### src/hdl/glu_pkg.sv
// Shared constants and controller/datapath interface types for the gcd/lcm unit.
// No dependencies.
package glu_pkg;

	// Fixed field widths of the streaming items
	localparam int unsigned GLU_FIELD_W         = 32;
	localparam int unsigned GLU_VALUE_W         = 64;
	localparam int unsigned GLU_OPERAND_WIDTH   = 32;

	// Command field codes
	localparam logic GLU_CMD_GCD = 1'b0;
	localparam logic GLU_CMD_LCM = 1'b1;

	// Commands from the controller to the datapath
	typedef struct packed {
		logic load;      // capture a new item
		logic gcd_step;  // one binary gcd reduction
		logic fin_zero;  // error result
		logic fin_gcd;   // latch gcd, arm divider
		logic div_step;  // one restoring division step
		logic mul;       // quotient times operand b
		logic out_load;  // move result into the output register
	} glu_cmd_t;

	// Status from the datapath to the controller
	typedef struct packed {
		logic zero;      // an operand is zero
		logic equal;     // gcd reduction has converged
		logic lcm;       // item asks for the lcm
		logic div_last;  // final division step
	} glu_status_t;

endpackage

### src/hdl/glu_ctrl.sv
// Sequencing controller for the gcd/lcm unit.
// Depends on glu_pkg (command and status types).
module glu_ctrl
	import glu_pkg::*;
(
	input  logic        clk,
	input  logic        arst_n,
	input  logic        s_valid,
	output logic        s_ready,
	output logic        m_valid,
	input  logic        m_ready,
	input  glu_status_t st,
	output glu_cmd_t    cmd
);

	typedef enum logic [4:0] {
		ST_IDLE = 5'b00001,
		ST_RUN  = 5'b00010,
		ST_DIV  = 5'b00100,
		ST_MUL  = 5'b01000,
		ST_DONE = 5'b10000
	} state_t;

	state_t state_q, state_d;
	logic   m_valid_q;
	logic   out_free;

	assign s_ready  = (state_q == ST_IDLE);
	assign m_valid  = m_valid_q;
	assign out_free = !m_valid_q || m_ready;

	// Next state and datapath commands
	always_comb begin
		state_d = state_q;
		cmd     = '0;
		unique case (state_q)
			ST_IDLE: begin
				if (s_valid) begin
					cmd.load = 1'b1;
					state_d  = ST_RUN;
				end
			end
			ST_RUN: begin
				if (st.zero) begin
					cmd.fin_zero = 1'b1;
					state_d      = ST_DONE;
				end else if (st.equal) begin
					cmd.fin_gcd = 1'b1;
					state_d     = st.lcm ? ST_DIV : ST_DONE;
				end else begin
					cmd.gcd_step = 1'b1;
				end
			end
			ST_DIV: begin
				cmd.div_step = 1'b1;
				if (st.div_last) state_d = ST_MUL;
			end
			ST_MUL: begin
				cmd.mul = 1'b1;
				state_d = ST_DONE;
			end
			ST_DONE: begin
				if (out_free) begin
					cmd.out_load = 1'b1;
					state_d      = ST_IDLE;
				end
			end
			default: state_d = ST_IDLE;
		endcase
	end

	// State and output valid
	always_ff @(posedge clk or negedge arst_n) begin
		if (!arst_n) begin
			state_q   <= ST_IDLE;
			m_valid_q <= 1'b0;
		end else begin
			state_q <= state_d;
			if (cmd.out_load)  m_valid_q <= 1'b1;
			else if (m_ready)  m_valid_q <= 1'b0;
		end
	end

	// An accepted item always starts the reduction
	a_accept_run: assert property (@(posedge clk) disable iff (!arst_n)
		(s_valid && s_ready) |=> (state_q == ST_RUN))
		else $error("accepted item did not start the reduction");

	// The last division step is followed by the multiply
	a_div_mul: assert property (@(posedge clk) disable iff (!arst_n)
		(state_q == ST_DIV && st.div_last) |=> (state_q == ST_MUL))
		else $error("division did not hand over to the multiply");

	// A result is never loaded over one that is still waiting
	a_no_overwrite: assert property (@(posedge clk) disable iff (!arst_n)
		cmd.out_load |-> (!m_valid_q || m_ready))
		else $error("pending result overwritten");

endmodule

### src/hdl/glu_dp.sv
// Datapath of the gcd/lcm unit: binary gcd, restoring divider, multiplier
// and output register. Depends on glu_pkg.
module glu_dp
	import glu_pkg::*;
#(
	parameter int unsigned OPERAND_WIDTH = GLU_OPERAND_WIDTH
) (
	input  logic                     clk,
	input  logic                     arst_n,
	input  logic [2*GLU_FIELD_W-1:0] s_data,
	input  logic                     s_user,
	input  glu_cmd_t                 cmd,
	output glu_status_t              st,
	output logic [GLU_VALUE_W-1:0]   m_data,
	output logic                     m_user
);

	localparam int unsigned W     = OPERAND_WIDTH;
	localparam int unsigned CNT_W = $clog2(W);

	logic [W-1:0]     x_q, y_q, a_q, b_q, g_q, quo_q, rem_q;
	logic [CNT_W-1:0] k_q, cnt_q;
	logic             lcm_q, zero_q, err_q;
	logic [2*W-1:0]   res_q;

	logic [W-1:0]     in_a, in_b, g_shift, x_minus_y, y_minus_x;
	logic             x_gt_y;
	logic [W:0]       div_shift, div_sub;
	logic             div_ge;

	assign in_a = s_data[W-1:0];
	assign in_b = s_data[GLU_FIELD_W+W-1:GLU_FIELD_W];

	// Reduction arithmetic
	assign x_minus_y = x_q - y_q;
	assign y_minus_x = y_q - x_q;
	assign x_gt_y    = (x_q > y_q);
	assign g_shift   = x_q << k_q;

	// Restoring division: shift in next dividend bit, trial subtract
	assign div_shift = {rem_q, quo_q[W-1]};
	assign div_sub   = div_shift - {1'b0, g_q};
	assign div_ge    = (div_shift >= {1'b0, g_q});

	assign st.zero     = zero_q;
	assign st.equal    = (x_q == y_q);
	assign st.lcm      = (lcm_q == GLU_CMD_LCM);
	assign st.div_last = (cnt_q == CNT_W'(W - 1));

	// Working registers
	always_ff @(posedge clk) begin
		if (cmd.load) begin
			x_q    <= in_a;
			y_q    <= in_b;
			a_q    <= in_a;
			b_q    <= in_b;
			k_q    <= '0;
			lcm_q  <= s_user;
			zero_q <= (in_a == '0) || (in_b == '0);
		end
		if (cmd.gcd_step) begin
			if (!x_q[0] && !y_q[0]) begin
				x_q <= x_q >> 1;
				y_q <= y_q >> 1;
				k_q <= k_q + 1'b1;
			end else if (!x_q[0]) begin
				x_q <= x_q >> 1;
			end else if (!y_q[0]) begin
				y_q <= y_q >> 1;
			end else if (x_gt_y) begin
				x_q <= x_minus_y >> 1;
			end else begin
				y_q <= y_minus_x >> 1;
			end
		end
		if (cmd.fin_zero) begin
			res_q <= '0;
			err_q <= 1'b1;
		end
		if (cmd.fin_gcd) begin
			g_q   <= g_shift;
			res_q <= (2*W)'(g_shift);
			err_q <= 1'b0;
			rem_q <= '0;
			quo_q <= a_q;
			cnt_q <= '0;
		end
		if (cmd.div_step) begin
			rem_q <= div_ge ? div_sub[W-1:0] : div_shift[W-1:0];
			quo_q <= {quo_q[W-2:0], div_ge};
			cnt_q <= cnt_q + 1'b1;
		end
		if (cmd.mul) begin
			res_q <= (2*W)'(quo_q) * (2*W)'(b_q);
		end
		// Output register
		if (cmd.out_load) begin
			m_data <= GLU_VALUE_W'(res_q);
			m_user <= err_q;
		end
	end

	// The binary reduction never reaches a zero operand
	a_nonzero: assert property (@(posedge clk) disable iff (!arst_n)
		cmd.gcd_step |-> (x_q != '0 && y_q != '0))
		else $error("gcd reduction reached zero");

	// Partial remainder stays below the divisor
	a_rem_bound: assert property (@(posedge clk) disable iff (!arst_n)
		cmd.div_step |-> (rem_q < g_q))
		else $error("division remainder out of range");

endmodule

### src/hdl/gcd_lcm_unit_core.sv
// Top level of the gcd/lcm unit: streaming ports, controller and datapath.
// Depends on glu_pkg, glu_ctrl and glu_dp.
//
// Usage:
//   Input item on s_axis: tdata carries operand_a and operand_b, tuser the
//   command (0 gcd, 1 lcm). Output item on m_axis: tdata is the 64-bit
//   value, tuser the zero-operand error flag. One result per input item.
//   Operand bits above OPERAND_WIDTH are ignored.
// Sequence (W = OPERAND_WIDTH):
//   gcd: the item is captured on accept, then binary gcd reduction steps run
//   (one shift or subtract a cycle) until the operands are equal, and the gcd
//   is latched. lcm adds W restoring-division steps (one quotient bit a
//   cycle) and a multiply. A zero operand skips the reduction and gives the error result.
//   One item is in work at a time; the next can be accepted in the cycle
//   after the current result has moved into the output register.
// Reset: arst_n clears the controller to idle with no result pending.
// Stall: a waiting result holds in the output register and the next item
//   can still be accepted and worked on; it waits at the end of its work
//   until the output register is free.
module gcd_lcm_unit_core
	import glu_pkg::*;
#(
	parameter int unsigned OPERAND_WIDTH = GLU_OPERAND_WIDTH
) (
	input  logic                     clk,
	input  logic                     arst_n,
	input  logic                     s_axis_tvalid,
	output logic                     s_axis_tready,
	input  logic [2*GLU_FIELD_W-1:0] s_axis_tdata,  // operand_a, operand_b
	input  logic [0:0]               s_axis_tuser,  // command
	output logic                     m_axis_tvalid,
	input  logic                     m_axis_tready,
	output logic [GLU_VALUE_W-1:0]   m_axis_tdata,  // value
	output logic [0:0]               m_axis_tuser   // zero_operand_error
);

	glu_cmd_t    cmd;
	glu_status_t st;

	// Sequencer
	glu_ctrl u_ctrl (
		.clk     (clk),
		.arst_n  (arst_n),
		.s_valid (s_axis_tvalid),
		.s_ready (s_axis_tready),
		.m_valid (m_axis_tvalid),
		.m_ready (m_axis_tready),
		.st      (st),
		.cmd     (cmd)
	);

	// Arithmetic
	glu_dp #(
		.OPERAND_WIDTH (OPERAND_WIDTH)
	) u_dp (
		.clk    (clk),
		.arst_n (arst_n),
		.s_data (s_axis_tdata),
		.s_user (s_axis_tuser[0]),
		.cmd    (cmd),
		.st     (st),
		.m_data (m_axis_tdata),
		.m_user (m_axis_tuser[0])
	);

endmodule
### config.mk
export PLATFORM = sky130hd
export DESIGN_NAME = gcd_lcm_unit_core
export DESIGN_NICKNAME = d
export VERILOG_FILES = /design/src/hdl/glu_pkg.sv /design/src/hdl/glu_ctrl.sv /design/src/hdl/glu_dp.sv /design/src/hdl/gcd_lcm_unit_core.sv
export SDC_FILE = /design/constraint.sdc
export NUM_CORES = 2
export LEC_CHECK = 0
export BUFFER_PORTS_ARGS = -buffer_cell sky130_fd_sc_hd__buf_2
export CAP_MARGIN = 25
export CORE_MARGIN = 2
export CORE_UTILIZATION = 70
export CTS_CLUSTER_SIZE = 40
export DETAILED_ROUTE_END_ITERATION = 8
export HOLD_SLACK_MARGIN = 0.05
export PLACE_DENSITY = 0.93
export SLEW_MARGIN = 20
export SYNTH_ARGS = -nofsm -noshare
export SYNTH_HDL_FRONTEND = slang
export SYNTH_HIERARCHICAL = 1
export SYNTH_SLANG_ARGS = --single-unit
### constraint.sdc
create_clock -name clk -period 12.4 [get_ports clk]
set_clock_uncertainty 0.15 [all_clocks]
set_input_delay 1.24 -clock clk [delete_from_list [all_inputs] [get_ports clk]]
set_output_delay 1.24 -clock clk [all_outputs]
set_load 0.05 [all_outputs]
=== Word-level counts from Yosys, hierarchy flattened ===
Index checks and enable logic that the tools add are counted.

* Add/sub/neg operators: 5
* $mul: 1
* $lt $le $gt $ge: 2
* Eq/ne operators: 11
* Shift-type cells: 1
* Muxes and demuxes: 46
* Reductions and logical operators: 12

{| class="wikitable"
|+ Operator list
! kind !! number
|-
| 32-bit 2-to-1 mux || 17
|-
| 64-bit 2-to-1 mux || 3
|-
| 32-bit subtractor || 3
|-
| 32-bit logical NOT || 2
|-
| 32-bit by 32-bit multiplier with 64-bit output || 1
|-
| 5-bit 2-to-1 mux || 11
|-
| 33-bit by 32-bit >= comparator with 1-bit output || 1
|-
| 32-bit equality test || 1
|-
| 32-bit greater-than comparator || 1
|-
| 32-bit by 5-bit left shift with 32-bit output || 1
|-
| 5-bit one-hot mux with 5 select lines || 1
|-
| 1-bit 2-to-1 mux || 13
|-
| 5-bit by 1-bit adder with 5-bit output, second input constant || 2
|-
| 5-bit equality test, second input constant || 2
|-
| 5-bit by 1-bit equality test with 1-bit output, second input constant || 1
|-
| 5-bit by 2-bit equality test with 1-bit output, second input constant || 1
|-
| 5-bit by 3-bit equality test with 1-bit output, second input constant || 1
|-
| 5-bit by 4-bit equality test with 1-bit output, second input constant || 1
|-
| 2-bit != test, second input constant || 2
|-
| 4-bit AND reduction || 1
|-
| 2-bit nonzero test || 2
|-
| 1-bit logical NOT || 3
|-
| 3-bit 2-to-1 mux || 1
|-
| 3-bit by 2-bit != test with 1-bit output, second input constant || 1
|-
| other kinds (4) || 5
|}

* Register bits after elaboration: 372
* Output and inout bits: 67
* Logic and storage cells: 95

=== Longest topological paths before layout ===
* Depth after elaboration: 8
* Mapped depth: 26
* Depth with buffers taken out: 25

=== Hierarchy ===
Netlist, hierarchy kept.

{| class="wikitable"
|+ By module, submodules not included
! module !! times used !! cells an instance !! area each (um^2)
|-
| glu_dp || 1 || 5653 || 54238.3
|-
| glu_ctrl || 1 || 40 || 360.3
|}

=== Worst setup path before layout ===
OpenSTA, ideal clock, no wires.

* Kind: flip-flop to flip-flop
* Start: register u_dp.quo_q[26]
* End: register u_dp.res_q[63] (data pin)
* Arrival time: 7012 ps
* Data required time: 12115 ps
* Path slack: 5103 ps
* Stages on the path, launching flop included: 25
* Path buffers: 1
* Cells stage by stage: edfxtp_1 clkbuf_1 and2_1 fa_1 fa_1 inv_1 fa_1 fa_1 inv_1 fa_1 fa_1 fa_1 inv_1 fa_1 inv_1 ha_1 a21o_1 o21bai_1 a221oi_1 o21ai_1 a211oi_2 o31ai_1 a221o_1 a211o_1 nand3_1

* Cells in the longest elaborated chain, start to end: 2

{| class="wikitable"
|+ RTL lines
! what !! line !! text
|-
| start, declared || glu_dp.sv:21 || <nowiki>logic [W-1:0] x_q, y_q, a_q, b_q, g_q, quo_q, rem_q;</nowiki>
|-
| start signal, assigned || glu_dp.sv:85 || <nowiki>quo_q <= a_q;</nowiki>
|-
| start signal, assigned || glu_dp.sv:90 || <nowiki>quo_q <= {quo_q[W-2:0], div_ge};</nowiki>
|-
| 32-bit by 32-bit multiplier with 64-bit output || glu_dp.sv:94 || <nowiki>res_q <= (2*W)'(quo_q) * (2*W)'(b_q);</nowiki>
|-
| 64-bit 2-to-1 mux || glu_dp.sv:93 || <nowiki>if (cmd.mul) begin</nowiki>
|-
| end signal, assigned || glu_dp.sv:82 || <nowiki>res_q <= (2*W)'(g_shift);</nowiki>
|-
| end signal, assigned || glu_dp.sv:94 ||
|-
| end, declared || glu_dp.sv:24 || <nowiki>logic [2*W-1:0] res_q;</nowiki>
|}

No other way between the ends.
A chain may end at the register's enable or synchronous reset.

=== Worst setup path in the final report ===
* Start: register u_dp.quo_q[16]
* End: register u_dp.res_q[63] (data pin)

Same word-level chain as after synthesis.

==> results_dict.tcl <==
set metrics [dict create \
    clock_latency_ns 0.60 \
    hold_path.class "reg2reg" \
    yosys_warnings 6 \
    synth_simple_gate_area_share_pct 15.9 \
    ys_dominant_reg_cell "edfxtp_1" \
    route.vias.total 43800 \
    synth_top_family_by_area "adder cells" \
    top_cell_type_s_share_of_synthesized_area_pct 33.0 \
    hold_viol_final 0 \
    max-cap-violations 0 \
    synth-async-reset-ratio_pct 1.61 \
    tritoncts.num_buffers 42 \
    cell_mode_on_critical_path "fa_1" \
    finalCritPeriodShare_pct 77.3 \
    crit-reg2reg-capture "u_dp/res_q[63]$_SDFFCE_PN0P_" \
    timing.critical_path.max_delay_family "adder cells" \
    cp_slowest_stage_delay_ns 0.73 \
    cts_hold_buffers 0 \
    post_cts_setup_buffer_count 0 \
    routed_via_density 6.51 \
    critPathBufInv 4 \
    max_freq_ghz 0.104 \
    floorplan.initialDensity_pct 70.6 \
    parity_gate_share_of_the_synthesized_area_counting_xor_and_xnor_cells_pct 2.17 \
    placement.io_buffers 135 \
    detailedPlacementHpwl_mm 129 \
    final_layout_size_suffix_gt1_share_pct 7.31 \
    final_antenna_net_count 0 \
    routed_wirelength_mm 169 \
    rsz0062_at_grt "no" \
    wire_length_of_the_first_global_routing_pass_mm 261 \
    syn_to_final_growth_pct 5.28 \
    ys_ff_latch 372 \
    cts.repair.resized 0 \
    synth_area_leaders "fa_1 33%, edfxtp_1 16%, ha_1 8.3%" \
    area_enclosed_by_the_die_boundary_um2 80200 \
    maxSlewHeadroom_pct 24.2 \
    place.gp.congestion 1.06 \
    post_synth_mux_area_share_pct 3.44 \
    netlist-cell-type-count 102 \
    rows 102 \
    min-delay-start "u_dp/res_q[38]$_SDFFCE_PN0P_" \
    setup_crit_end_kind "flop" \
    critical_path.max_fanout 22 \
    total_gr_overflow 0 \
    critical_path.cell_chain "buf_4 -> nand2_1 -> fa_1 -> fa_1 -> inv_1 -> fa_1 -> fa_1 -> fa_1 -> fa_1 -> fa_1 -> inv_1 -> fa_1 -> inv_1 -> ha_1 -> a21o_1 -> o21bai_1 -> a221oi_1 -> o21ai_1 -> a211oi_2 -> o31ai_1 -> a221o_1 -> a211o_1 -> nand3_1" \
    die_width_um 283 \
    wl_per_cell_um 25.1 \
    most_common_cell_after_layout_fill_and_taps_aside "inv_1" \
    hold_end "u_dp/m_data[38]$_DFFE_PP_" \
    tritoncts_num_sinks 372 \
    drc_violation_count_after_routing 0 \
    cts-root-buf "clkbuf_16" \
    clk_path_buf_depth 3 \
    most-common-layout-cells "979 x inv_1, 899 x fa_1, 660 x nand2_1, 605 x and2_1, 362 x ha_1" \
    drt-initial-drc-count 6216 \
    htreeDepth 2 \
    grt_usage_pct 42.5 \
    crit-reg2reg-launch "u_dp/quo_q[16]$_DFFE_PP_" \
    totalNegativeSetupSlack_ns 0 \
    timing_worst_setup_path_type "reg2reg" \
    cts_tree "built" \
    drv_slew 0 \
    total_nets_after_synthesis 7023 \
    detail_route.first_pass.iterations 9 \
    pin_slew_with_the_least_headroom_to_its_limit_ns 1.14 \
    syn-mean-instance-area_um2 9.59 \
    finish.net_count 6976 \
    adder_cell_share_of_the_synthesized_area_pct 41.3 \
    r2r_slack_ns 2.81 \
    seq_area_frac_synth_pct 19.1 \
    worst_setup_path_start_kind "flop" \
    data_arrival_at_the_endpoint_of_the_critical_path_ns 9.87 \
    worst_setup_hold_path_clk_slew_ns 0.08 \
    compound_cell_area_share_of_the_yosys_netlist_pct 9.04 \
    run_status "completed" \
    core_area_um2 77300 \
    antenna_found_initial 23 \
    num_io_pins 136 \
    worst_r2r_path_depth 23 \
    holdWs_ns 0.253 \
    setup_violations 0 \
    via_count_of_the_first_global_routing_pass 45700 \
    timing.final.crit_period_ns 9.59 \
    worst_path_max_delay_cell "edfxtp_1" \
    worst-endpoint-required_ns 12.69 \
    combined_area_of_all_synthesized_cells_um2 54600 \
    timing.hold.worst_path_depth 0 \
    edff_count_synth 296 \
    die_y_um 283 \
    grt_start_max_net_pins 80 \
    synthDominantAreaCellType "fa_1" \
    netlist_instances 5693 \
]
[how the worst max path moves through the flow]
stage | startpoint | to | slack [ns] | cells past startpoint
after floorplan | u_dp/quo_q[26]$_DFFE_PP_ | u_dp/res_q[63]$_SDFFCE_PN0P_ | 5.10 | 24
after global placement | u_dp/b_q[19]$_DFFE_PP_ | u_dp/res_q[63]$_SDFFCE_PN0P_ | 3.32 | 23
after detailed placement | u_dp/quo_q[16]$_DFFE_PP_ | u_dp/res_q[63]$_SDFFCE_PN0P_ | 3.27 | 23
after CTS | u_dp/quo_q[16]$_DFFE_PP_ | u_dp/res_q[63]$_SDFFCE_PN0P_ | 3.16 | 23
after global routing | u_dp/b_q[19]$_DFFE_PP_ | u_dp/res_q[63]$_SDFFCE_PN0P_ | 2.90 | 23
final | u_dp/quo_q[16]$_DFFE_PP_ | u_dp/res_q[63]$_SDFFCE_PN0P_ | 2.81 | 23
[synthesized netlist by cell type (31+ instances only)]
master and n:
inv_1 979, fa_1 899, nand2_1 660, and2_1 606
ha_1 362, edfxtp_1 296, clkbuf_1 251, a21oi_1 212
nor2_1 177, o21ai_0 132, mux2i_1 91, a21o_1 90
xnor2_1 82, dfxtp_1 70, nand3_1 58, xor2_1 53
mux2_2 46, buf_2 44, nor3_1 40, nand4_1 32
o221ai_1 31
[sequential cells by signal, summed over array words and instances, names as in the netlist, 5 cells and up]
| register | count |
|---|---|
| u_dp/a_q | 32 |
| u_dp/cnt_q | 5 |
| u_ctrl/state_q | 5 |
| u_dp/quo_q | 32 |
| u_dp/k_q | 5 |
| u_dp/x_q | 32 |
| u_dp/g_q | 32 |
| u_dp/m_data | 64 |
| u_dp/rem_q | 32 |
| u_dp/y_q | 32 |
| u_dp/b_q | 32 |
| u_dp/res_q | 64 |
[routing by layer]
| metal | track usage [%] | share of wire, % | up-vias | routed length [um] |
|---|---|---|---|---|
| met1 | 54.8 | 34 | 21300 | 57600 |
| met3 | 11.8 | 14 | 868 | 23700 |
| li1 | - | - | 18000 | - |
| met4 | 24.3 | 7.2 | 16 | 12200 |
| met5 | 0.357 | 0.062 | - | 105 |
| met2 | 65.1 | 45 | 3583 | 75200 |
[final cells by class]
type / count / area (um2)
multi-input combinational: 4021 / 39200
fill: 5052 / 19900
sequential: 372 / 10400
inverter: 981 / 3680
timing repair buffer: 228 / 1460
tap: 1040 / 1300
clock buffer: 53 / 1130
clock inverter: 23 / 231
antenna: 10 / 25.0
[metrics by stage]
step                std cells  setup WS [ns]  area, um2  util (%)
CTS                      6710           3.16      57300      74.1
global route             6724           2.90      57500      74.3
global placement         6633           3.32      55900      72.3
detailed placement       6634           3.27      56000      72.4
floorplan                5693           5.10      54600         -
finish                   6728           2.81      57500      74.3
[cell families (layout without fill, tap and decap cells)]
family                   count (synthesis)  count (layout)
multiplexers                           157             157
buffers and inverters                 1300            1285
AND/OR/NAND/NOR                       1723            1723
other                                    0              10
AO/OA/AOI/OAI                          745             745
adder cells (fa/ha/maj)               1261            1261
XOR/XNOR                               135             135
flip-flops                             372             372
Power is left out: the tool's default activity adds up to more than one toggle a clock period on the data nets, which glitch-free logic cannot reach.
